File: src/sv/pse_pkg.sv
// Shared types, constants and operator codes for the postfix stack evaluator
`default_nettype none
package pse_pkg;

  localparam int unsigned STACK_DEPTH_DEF = 32;
  localparam int unsigned FIFO_DEPTH = 2;

  localparam logic CMD_NUM = 1'b0;
  localparam logic CMD_OP  = 1'b1;

  localparam logic [2:0] OP_ADD  = 3'd0;
  localparam logic [2:0] OP_SUB  = 3'd1;
  localparam logic [2:0] OP_MUL  = 3'd2;
  localparam logic [2:0] OP_DIV  = 3'd3;
  localparam logic [2:0] OP_MOD  = 3'd4;
  localparam logic [2:0] OP_POW  = 3'd5;
  localparam logic [2:0] OP_RSV6 = 3'd6;
  localparam logic [2:0] OP_RSV7 = 3'd7;

  localparam logic [2:0] ERR_NONE    = 3'd0;
  localparam logic [2:0] ERR_UNDER   = 3'd1;
  localparam logic [2:0] ERR_OVER    = 3'd2;
  localparam logic [2:0] ERR_DIVZERO = 3'd3;
  localparam logic [2:0] ERR_NEGEXP  = 3'd4;

  typedef struct packed {
    logic        cmd;
    logic [30:0] token_value;
    logic [2:0]  operator_code;
    logic        last_token;
  } in_word_t;

  typedef struct packed {
    logic signed [31:0] result_value;
    logic [2:0]         error_code;
  } out_word_t;

endpackage
`default_nettype wire

File: src/sv/pse_fifo.sv
// Two-entry token queue between the front and back parts
`default_nettype none
module pse_fifo (
  input  wire                logic clk,
  input  wire                logic rst_n,
  input  wire                logic push,
  input  wire pse_pkg::in_word_t din,
  output logic               full,
  input  wire                logic pop,
  output logic               empty,
  output pse_pkg::in_word_t  dout
);
  pse_pkg::in_word_t mem_r [pse_pkg::FIFO_DEPTH];
  logic       wp_r, rp_r;
  logic [1:0] cnt_r;

  assign full  = (cnt_r == 2'd2);
  assign empty = (cnt_r == 2'd0);
  assign dout  = mem_r[rp_r];

  always_ff @(posedge clk) begin
    if (!rst_n) begin
      wp_r  <= 1'b0;
      rp_r  <= 1'b0;
      cnt_r <= 2'd0;
    end else begin
      if (push && !full) begin
        wp_r <= ~wp_r;
      end
      if (pop && !empty) begin
        rp_r <= ~rp_r;
      end
      cnt_r <= cnt_r + {1'b0, push && !full} - {1'b0, pop && !empty};
    end
  end

  always_ff @(posedge clk) begin
    if (push && !full) begin
      mem_r[wp_r] <= din;
    end
  end
endmodule
`default_nettype wire

File: config.mk
export PLATFORM = sky130hd
export DESIGN_NAME = pse_fifo
export DESIGN_NICKNAME = d
export VERILOG_FILES = /design/src/sv/pse_pkg.sv /design/src/sv/pse_fifo.sv
export SDC_FILE = /design/constraint.sdc
export NUM_CORES = 1
export LEC_CHECK = 0
export BUFFER_PORTS_ARGS = -buffer_cell sky130_fd_sc_hd__buf_2
export CAP_MARGIN = 20
export CORE_ASPECT_RATIO = 0.9
export CORE_UTILIZATION = 55
export DETAILED_ROUTE_END_ITERATION = 7
export PLACE_DENSITY = 0.82
export RECOVER_POWER = 100
export SYNTH_ARGS = -nofsm -noshare
export SYNTH_HDL_FRONTEND = slang
export SYNTH_SLANG_ARGS = --single-unit
export TNS_END_PERCENT = 20
File: constraint.sdc
create_clock -name clk -period 4.3 [get_ports clk]
set_input_delay 0.645 -clock clk [delete_from_list [all_inputs] [get_ports clk]]
set_output_delay 0.645 -clock clk [all_outputs]
set_load 0.01 [all_outputs]
==> out/qor.csv <==
metric,value,unit
outcome,finished with violations,
failing checks,"capacitance limit, slew limit",
R2R Path Start,cnt_r[0]$_SDFF_PN0_,
All-Layer GR Usage,16.16,%
router iterations before antenna repair,4,
final worst path period need,2.861,ns
core box area,5255,um^2
port bufs,77,
Avg Inst Size Synth,21.48,um^2
drt first-iter violations,65,
Die ar.,5727,um^2
class of the worst hold path,reg -> reg,
total of max-cap violations,1,
vias in the first global route,1465,
DR WL met3,223,um
dpl ws,1.975,ns
final WL,4.474,mm
DRT antenna net count,0,
Die Span X,79.66,um
layout net count,267,
# hold bufs at CTS,0,
worst clock skew,0.01043,ns
Starting Density,56.81,%
largest net degree at the start of global routing,37,
Hold Path End,wp_r$_SDFFE_PN0P_,
Non-Filler Instances,297,
post-CTS resize count,0,
Final Max Tran Viols,37,
share of layout cells above drive strength 1,33.48,%
reg-to-reg critical path endpoint,mem_r[0][30]$_DFFE_PP_,
slew of the pin with the lowest slew margin,1.659,ns
slew margin rel.,-10.60,%
Syn. warnings,0,
sequential share of the synthesized area,75.78,%
H-tree depth,3,
CP Max Fanout,26,
# placed instances,279,
top layer in use,met4,
placed cell area,3393,um^2
Sink Count,77,
CTS Buf Count,9,
Top Ports,78,
fin crit share,66.54,%
maximum VDD drop,0.3480,mV
"reg-to-reg slack, setup",1.44,ns
WL met2,2.336,mm
# DRC,0,
initial antenna violation count,0,
Hold Path Depth,2,
synth-to-layout area growth,16.72,%
Post-Synthesis Cells,139,
post-CTS setup buffer count,0,
row count,25,
Avg Vias per Cell,4.956,
CP Data Arrival Time,2.79,ns
"CTS clk-pin slew, worst paths",0.08,ns
Synth Register Bits,77,
HP Start,wp_r$_SDFFE_PN0P_,
Max clock buf depth,2,
mapped cell area,2985,um^2
ant diodes,0,
CP Class,reg -> reg,
Fin. Hold Viols,0,
Pwr per Cell Area,592.3,nW/um^2
CP endpoint kind,flip-flop,
Setup TNS,0,ns
Placer Congestion,0.6959,
post-route cell area,3485,um^2
library cells used by synthesis,18,
final worst slack,1.439,ns
Reg2Reg Depth,4,
post-DP HPWL,2.875,mm
Wirelength per Cell,15.06,um
TritonCTS clock tree,yes,
syn nets,181,
met1 wire length,1.817,mm
Worst EP required,4.23,ns
final setup fails,0,
die height,71.90,um
first-pass GRT wire length,6.630,mm
leak pwr,0.001298,uW
Finished Core Util,66.31,%
worst skew pair latency,0.33,ns
GRT overflow,0,
critical path launch point type,flip-flop,
RSZ-0062 raised after global routing,false,
Peak Freq,349.5,MHz
CTS Root Cell,clkbuf_8,
total number of vias,1472,
placed cells by master (no fill, tap or decap), types with 2 or more instances in the layout:
| cell | synthesis | final |
|---|---|---|
| edfxtp_1 | 72 | 72 |
| buf_2 | 0 | 47 |
| clkbuf_1 | 0 | 35 |
| mux2_1 | 0 | 19 |
| mux2_4 | 30 | 11 |
| clkbuf_8 | 0 | 9 |
| mux2_2 | 6 | 6 |
| nor2_1 | 5 | 5 |
| dfxtp_1 | 5 | 5 |
| inv_1 | 3 | 3 |
| nand2b_1 | 2 | 2 |
| nand2_1 | 2 | 2 |
| and2_0 | 0 | 2 |
| ha_1 | 2 | 2 |
| clkinv_2 | 0 | 2 |
state kept, by name, indices dropped and copies added, names as in the netlist, named ones only:
register and count:
rp_r 1, wp_r 1, cnt_r 2, mem_r 72
stage by stage:
stage | total power (uW) | hold slack, ns
after floorplan | 1503 | 0.4549
after global placement | 1647 | 0.4937
after detailed placement | 1666 | 0.5016
after CTS | 2158 | 0.4873
after global routing | 2169 | 0.4858
final | 2064 | 0.4906
kinds of logic after synthesis:
| logic type | Yosys count | synth area share, % |
|---|---|---|
| adders and majority gates | 2 | 0.8381 |
| xor gates and xnor gates | 2 | 0.5869 |
| and+or+nand+nor | 13 | 2.096 |
| muxes | 37 | 17.69 |
| DFF | 77 | 75.78 |
| AOI/OAI and AO/OA | 1 | 0.2516 |
| buffers and inverters | 7 | 2.766 |
worst max-delay path, stage by stage (launching register included):
cell and delay (ns):
dfxtp_1 0.37, nand2b_1 0.16, nand2_1 0.12, nor2_1 0.70
clkbuf_1 1.11
cell type report:
class	count	area, um^2
inverter	3	11.26
sequential	77	2262
multi-input combinational	55	569.3
clock inverter	3	40.04
fill	396	1770
clock buffer	13	138.9
timing repair buffer	79	379.1
tap	67	83.83
worst max path at each step:
stage | start | end | slack (ns) | cells past startpoint
CTS | flip-flop | dout[0] | 1.62 | 2
floorplan | push | mem_r[0][0]$_DFFE_PP_ | 1.61 | 2
global route | cnt_r[0]$_SDFF_PN0_ | mem_r[0][7]$_DFFE_PP_ | 1.10 | 4
finish | cnt_r[0]$_SDFF_PN0_ | mem_r[0][30]$_DFFE_PP_ | 1.44 | 4
global placement | flip-flop | dout[35] | 1.99 | 2
detailed placement | flip-flop | dout[0] | 1.97 | 2
synthesized netlist by cell type:
| cell type | instances | area share, % |
|---|---|---|
| inv_1 | 3 | 0.38 |
| buf_6 | 1 | 0.38 |
| mux2_2 | 6 | 2.3 |
| nand2_1 | 2 | 0.25 |
| o21a_1 | 1 | 0.25 |
| ha_1 | 2 | 0.84 |
| nor3_1 | 1 | 0.17 |
| nor2_1 | 5 | 0.63 |
| mux2i_1 | 1 | 0.34 |
| nand2b_1 | 2 | 0.42 |
| buf_12 | 3 | 2.0 |
| xnor2_1 | 1 | 0.29 |
| edfxtp_1 | 72 | 72 |
| and2_1 | 2 | 0.42 |
| mux2_4 | 30 | 15 |
| and3_1 | 1 | 0.21 |
| dfxtp_1 | 5 | 3.4 |
| xor2_1 | 1 | 0.29 |
layer usage:
layer / GRT usage, % / vias to the layer above
li1: - / 703
met1: 18.47 / 710
met2: 27.07 / 49
met3: 5.409 / 10
met4: 8.485 / 0
met5: 0 / -
power by group:
group,total [uW],internal (uW),switching (uW)
Sequential,1030,972,61.1
Clock,494,268,227
Combinational,537,257,280
Total,2060,1500,567
No activity file was read; power rests on OpenSTA's default activity.
